`config.mk`:
```
export PLATFORM = sky130hd
export DESIGN_NAME = mfbf_ram
export DESIGN_NICKNAME = d
export VERILOG_FILES = /design/src/hw/rtl/mfbf_ram.sv
export SDC_FILE = /design/constraint.sdc
export NUM_CORES = 1
export LEC_CHECK = 0
export BUFFER_PORTS_ARGS = -buffer_cell sky130_fd_sc_hd__buf_4
export CORE_MARGIN = 5
export CORE_UTILIZATION = 50
export DETAILED_ROUTE_END_ITERATION = 10
export PLACE_DENSITY = 0.69
export RECOVER_POWER = 100
export SLEW_MARGIN = 10
export SYNTH_ARGS = -nofsm -noshare
export SYNTH_HDL_FRONTEND = slang
export SYNTH_SLANG_ARGS = --single-unit
```
`constraint.sdc`:
```
create_clock -name clk -period 4.7 [get_ports clk]
set_input_delay 0.47 -clock clk [delete_from_list [all_inputs] [get_ports clk]]
set_output_delay 0.47 -clock clk [all_outputs]
set_load 0.005 [all_outputs]
```
`src/hw/rtl/mfbf_ram.sv`:
```
module mfbf_ram #(
    parameter int WIDTH = 8,
    parameter int DEPTH = 16
) (
    input  logic                             clk,
    input  logic                             we,
    input  logic [$clog2(DEPTH)-1:0]         waddr,
    input  logic [WIDTH-1:0]                 wdata,
    input  logic [$clog2(DEPTH)-1:0]         raddr,
    output logic [WIDTH-1:0]                 rdata
);

    logic [WIDTH-1:0] mem_reg [DEPTH];
    logic [WIDTH-1:0] rdata_reg;

    always_ff @(posedge clk)
    begin
        if (we)
        begin
            mem_reg[waddr] <= wdata;
        end
        rdata_reg <= mem_reg[raddr];
    end

    assign rdata = rdata_reg;

endmodule

```
==> impl_table.tex <==
\begin{tabular}{lr}
\hline
Metric & Value \\
\hline
\multicolumn{2}{l}{\textbf{Die}} \\
Starting density of the core & 50.5\% \\
Die Footprint & 12400 µm² \\
Die Span X & 111 µm \\
Count of standard-cell rows & 37 \\
Area inside the core boundary & 10200 µm² \\
IO Count & 26 \\
Y dimension of the die & $\sim$110 µm \\
\multicolumn{2}{l}{\textbf{Synthesis}} \\
Average cell area after synthesis & 22.5 µm² \\
Post-synth cell types & 19 \\
Share of the synthesized area in the top cell type & approximately three quarters \\
Post-synthesis compound-gate area fraction & 2.33\% \\
Most common cell in the netlist & sky130\_fd\_sc\_hd\_\_edfxtp\_1 \\
\#FFs+latches synth & between 100 and 150 \\
Area fraction in and, or, nand and nor cells after synthesis & 3.18\% \\
Synthesized net count & 247 \\
Post-synthesis share of cell area spent on full adders, half adders and majority gates & 0\% \\
Syn. warnings & 0 \\
Number of enable flip-flop cells after synthesis & roughly 130 \\
Total standard cell area after synthesis & 5150 µm² \\
Dominant cell type by area after synthesis & sky130\_fd\_sc\_hd\_\_edfxtp\_1 \\
Main combinational cell family by area after synthesis & multiplexers \\
Mux cell area share after synthesis & 15.0\% \\
Sequential fraction of the synthesis area & 77.8\% \\
Top flip-flop cell by instance count after synthesis & sky130\_fd\_sc\_hd\_\_edfxtp\_1 \\
Largest cells by area after synthesis & sky130\_fd\_sc\_hd\_\_edfxtp\_1 (75\%), sky130\_fd\_sc\_hd\_\_mux4\_2 (7.9\%), sky130\_fd\_sc\_hd\_\_mux4\_1 (7.1\%) \\
Cells after Synth & 229 \\
Commonest cells in the synthesized netlist & sky130\_fd\_sc\_hd\_\_edfxtp\_1 (128), sky130\_fd\_sc\_hd\_\_mux4\_2 (18), sky130\_fd\_sc\_hd\_\_a22oi\_1 (16) \\
Xor/xnor cell area share of the yosys netlist & 0\% \\
Share of synthesized registers carrying an async set or reset & 0\% \\
\multicolumn{2}{l}{\textbf{Clocking}} \\
Number of hold buffers added after CTS & 0 \\
Clock latency at the later pin of the worst-skew pair & 0.51 ns \\
Number of buffers inserted during clock tree synthesis & 17 \\
Clock-pin slew on the worst setup and hold paths & 0.06 ns \\
Clock Root Buffer & sky130\_fd\_sc\_hd\_\_clkbuf\_8 \\
CTS tree & yes \\
Buffer count from post-CTS setup fixing & 0 \\
Cts repair resizes & 0 \\
TritonCTS Sinks & 136 \\
Largest buffer count on any clock path & 2 \\
Maximum level of the CTS H-tree & 4 \\
\multicolumn{2}{l}{\textbf{Pwr}} \\
Power density over cell area & between 400 and 500 nW/µm² \\
Leakage power total & about 2 nW \\
Worst IR drop on VDD & 0.239 mV \\
\multicolumn{2}{l}{\textbf{Setup path}} \\
Worst endpoint data arrival time & 2.02 ns \\
Longest individual stage delay on the worst path & 1.20 ns \\
Crit path max fanout & 8 \\
Critical path required time & 4.82 ns \\
Crit path capture type & flip-flop \\
Critical Path Start & waddr[3] \\
Library cell contributing the largest single delay on the critical path & sky130\_fd\_sc\_hd\_\_nor3\_1 \\
Sum of buffers and inverters on the critical path & 1 \\
Delay-heaviest family, CP & simple AND/OR/NAND/NOR gates \\
Critical path launch point type & input pin \\
Beginning of the worst register-to-register path & mem\_reg[9][5] \\
Worst path cell trace & clkbuf\_1 > nand3\_1 > nor3\_1 \\
Start-to-end type of the worst setup path & input pin to flip-flop \\
\multicolumn{2}{l}{\textbf{Cells and area}} \\
Final net count & 283 \\
Post-route core utilization & approximately three fifths \\
Number of flip-flops in the largest register & approximately 130 \\
Layout-stage area growth over the synthesis result & 15.6\% \\
Number of antenna repair diodes & 0 \\
Fraction of final layout cells sized beyond drive strength 1 & between 20 and 25\% \\
\multicolumn{2}{l}{\textbf{Outcome}} \\
Result of the run & finished with violations \\
Failing checks & max-capacitance violations, max-slew violations \\
\multicolumn{2}{l}{\textbf{Timing}} \\
Slew HR & -1.52\% \\
Slew Viols, Final & 9 \\
Final critical-path required period & 1.90 ns \\
Final Hold Violating Endpoints & 0 \\
Period utilisation layout & 40.4\% \\
Summed negative setup slack over all endpoints & 0 ns \\
Count of endpoints failing setup in the final report & 0 \\
Unrepaired setup endpoints after global routing & false \\
Worst clock skew & 0.00699 ns \\
Measured slew at the worst slew-check pin & 1.51 ns \\
Maximum frequency from static timing analysis & roughly 530 MHz \\
\multicolumn{2}{l}{\textbf{Hold path}} \\
Kind of path behind the tightest hold check & input pin to flip-flop \\
Worst hold path startpoint & waddr[0] \\
\multicolumn{2}{l}{\textbf{Run}} \\
Max Cap Viol & 1 \\
\multicolumn{2}{l}{\textbf{Route}} \\
Vias after detailed routing & $\sim$2400 \\
Count of routing violations after the opening detailed-route iteration & 166 \\
WL per Instance & 23.6 µm \\
Number of optimization iterations in the first detailed-route pass & 5 \\
Remaining number of nets flagged by the antenna check after routing & 0 \\
Overall routed net length & approximately 9800 µm \\
DRC viols & 0 \\
Vias per std cell & 5.86 \\
\multicolumn{2}{l}{\textbf{Global route}} \\
Overflow left after global routing & 0 \\
Antenna violations before repair & 0 \\
Via count of the first global-routing pass & 2537 \\
First-pass GRT wire length & between 15000 and 20000 µm \\
GRT Util Overall & roughly 17\% \\
Largest net degree at the start of global routing & 33 \\
\multicolumn{2}{l}{\textbf{Placed design}} \\
Buffers added on ports & 25 \\
Final Wtd Congestion & 0.778 \\
Total half-perimeter wirelength after legalization and detailed placement & 5850 µm \\
\hline
\end{tabular}
-- path summary, 6_finish.rpt --
path         slack [ns]  cells past startpoint             end
min                0.47                      2   mem_reg[0][6]
max reg2reg        3.25                      3        rdata[5]
max                2.80                      3  mem_reg[12][2]
min reg2reg        0.66                      3        rdata[0]
-- per-layer routing --
layer	routed length [µm]	global-route usage [%]
met1	4240	23.7
met2	4740	25.8
met3	623	5.27
met4	174	6.33
met5	0	0
-- power breakdown --
part           switching (mW)  internal, mW  leakage (nW)
logic                  0.0698        0.0508         0.451
registers             0.00769          1.36          1.22
clock network           0.470         0.768         0.272
-- cell families (layout without fill, tap and decap cells) --
family          Yosys count  count (layout)
flops                   136             136
compound gates           16              16
mux                      32              32
simple gates             35              35
buf+inv                  10              59
-- area by class of cell --
class / instances / area [µm²]
Fill cell: 734 / 4240
Sequential cell: 136 / 4000
Multi-Input combinational cell: 83 / 1060
Clock buffer: 21 / 439
Tap cell: 136 / 170
Timing Repair Buffer: 27 / 154
Clock inverter: 11 / 125
-- cells in the final DEF (no fill, tap or decap) --
master                         n
sky130_fd_sc_hd__clkbuf_8      2
sky130_fd_sc_hd__nor3_1        4
sky130_fd_sc_hd__or3b_2        1
sky130_fd_sc_hd__clkinvlp_4    2
sky130_fd_sc_hd__edfxtp_1    128
sky130_fd_sc_hd__clkbuf_4      7
sky130_fd_sc_hd__nor2b_1       1
sky130_fd_sc_hd__buf_4         7
sky130_fd_sc_hd__mux4_2       18
sky130_fd_sc_hd__and2_1        1
sky130_fd_sc_hd__bufinv_16     2
sky130_fd_sc_hd__nor2_1       13
sky130_fd_sc_hd__clkbuf_1     16
sky130_fd_sc_hd__nand3_1       1
sky130_fd_sc_hd__mux4_1       14
sky130_fd_sc_hd__clkbuf_16    16
sky130_fd_sc_hd__dfxtp_1       8
sky130_fd_sc_hd__a22oi_1      16
sky130_fd_sc_hd__and2b_1       1
sky130_fd_sc_hd__clkinv_2      3
sky130_fd_sc_hd__nand2b_1      2
sky130_fd_sc_hd__clkinv_4      4
sky130_fd_sc_hd__nand2_1       9
sky130_fd_sc_hd__nand3b_1      2
-- through the flow --
step / instance area, µm² / power, mW / cells / hold slack (ns) / setup WS, ns
global placement: 5440 / 1.51 / 382 / 0.646 / 2.45
floorplan: 5150 / 1.46 / 229 / 0.569 / 2.74
detailed placement: 5440 / 1.52 / 382 / 0.655 / 2.35
finish: 5950 / 2.72 / 414 / 0.471 / 2.80
global route: 5950 / 2.82 / 414 / 0.471 / 2.63
CTS: 6000 / 2.75 / 414 / 0.240 / 2.89
(Power assumes the default switching activity.)
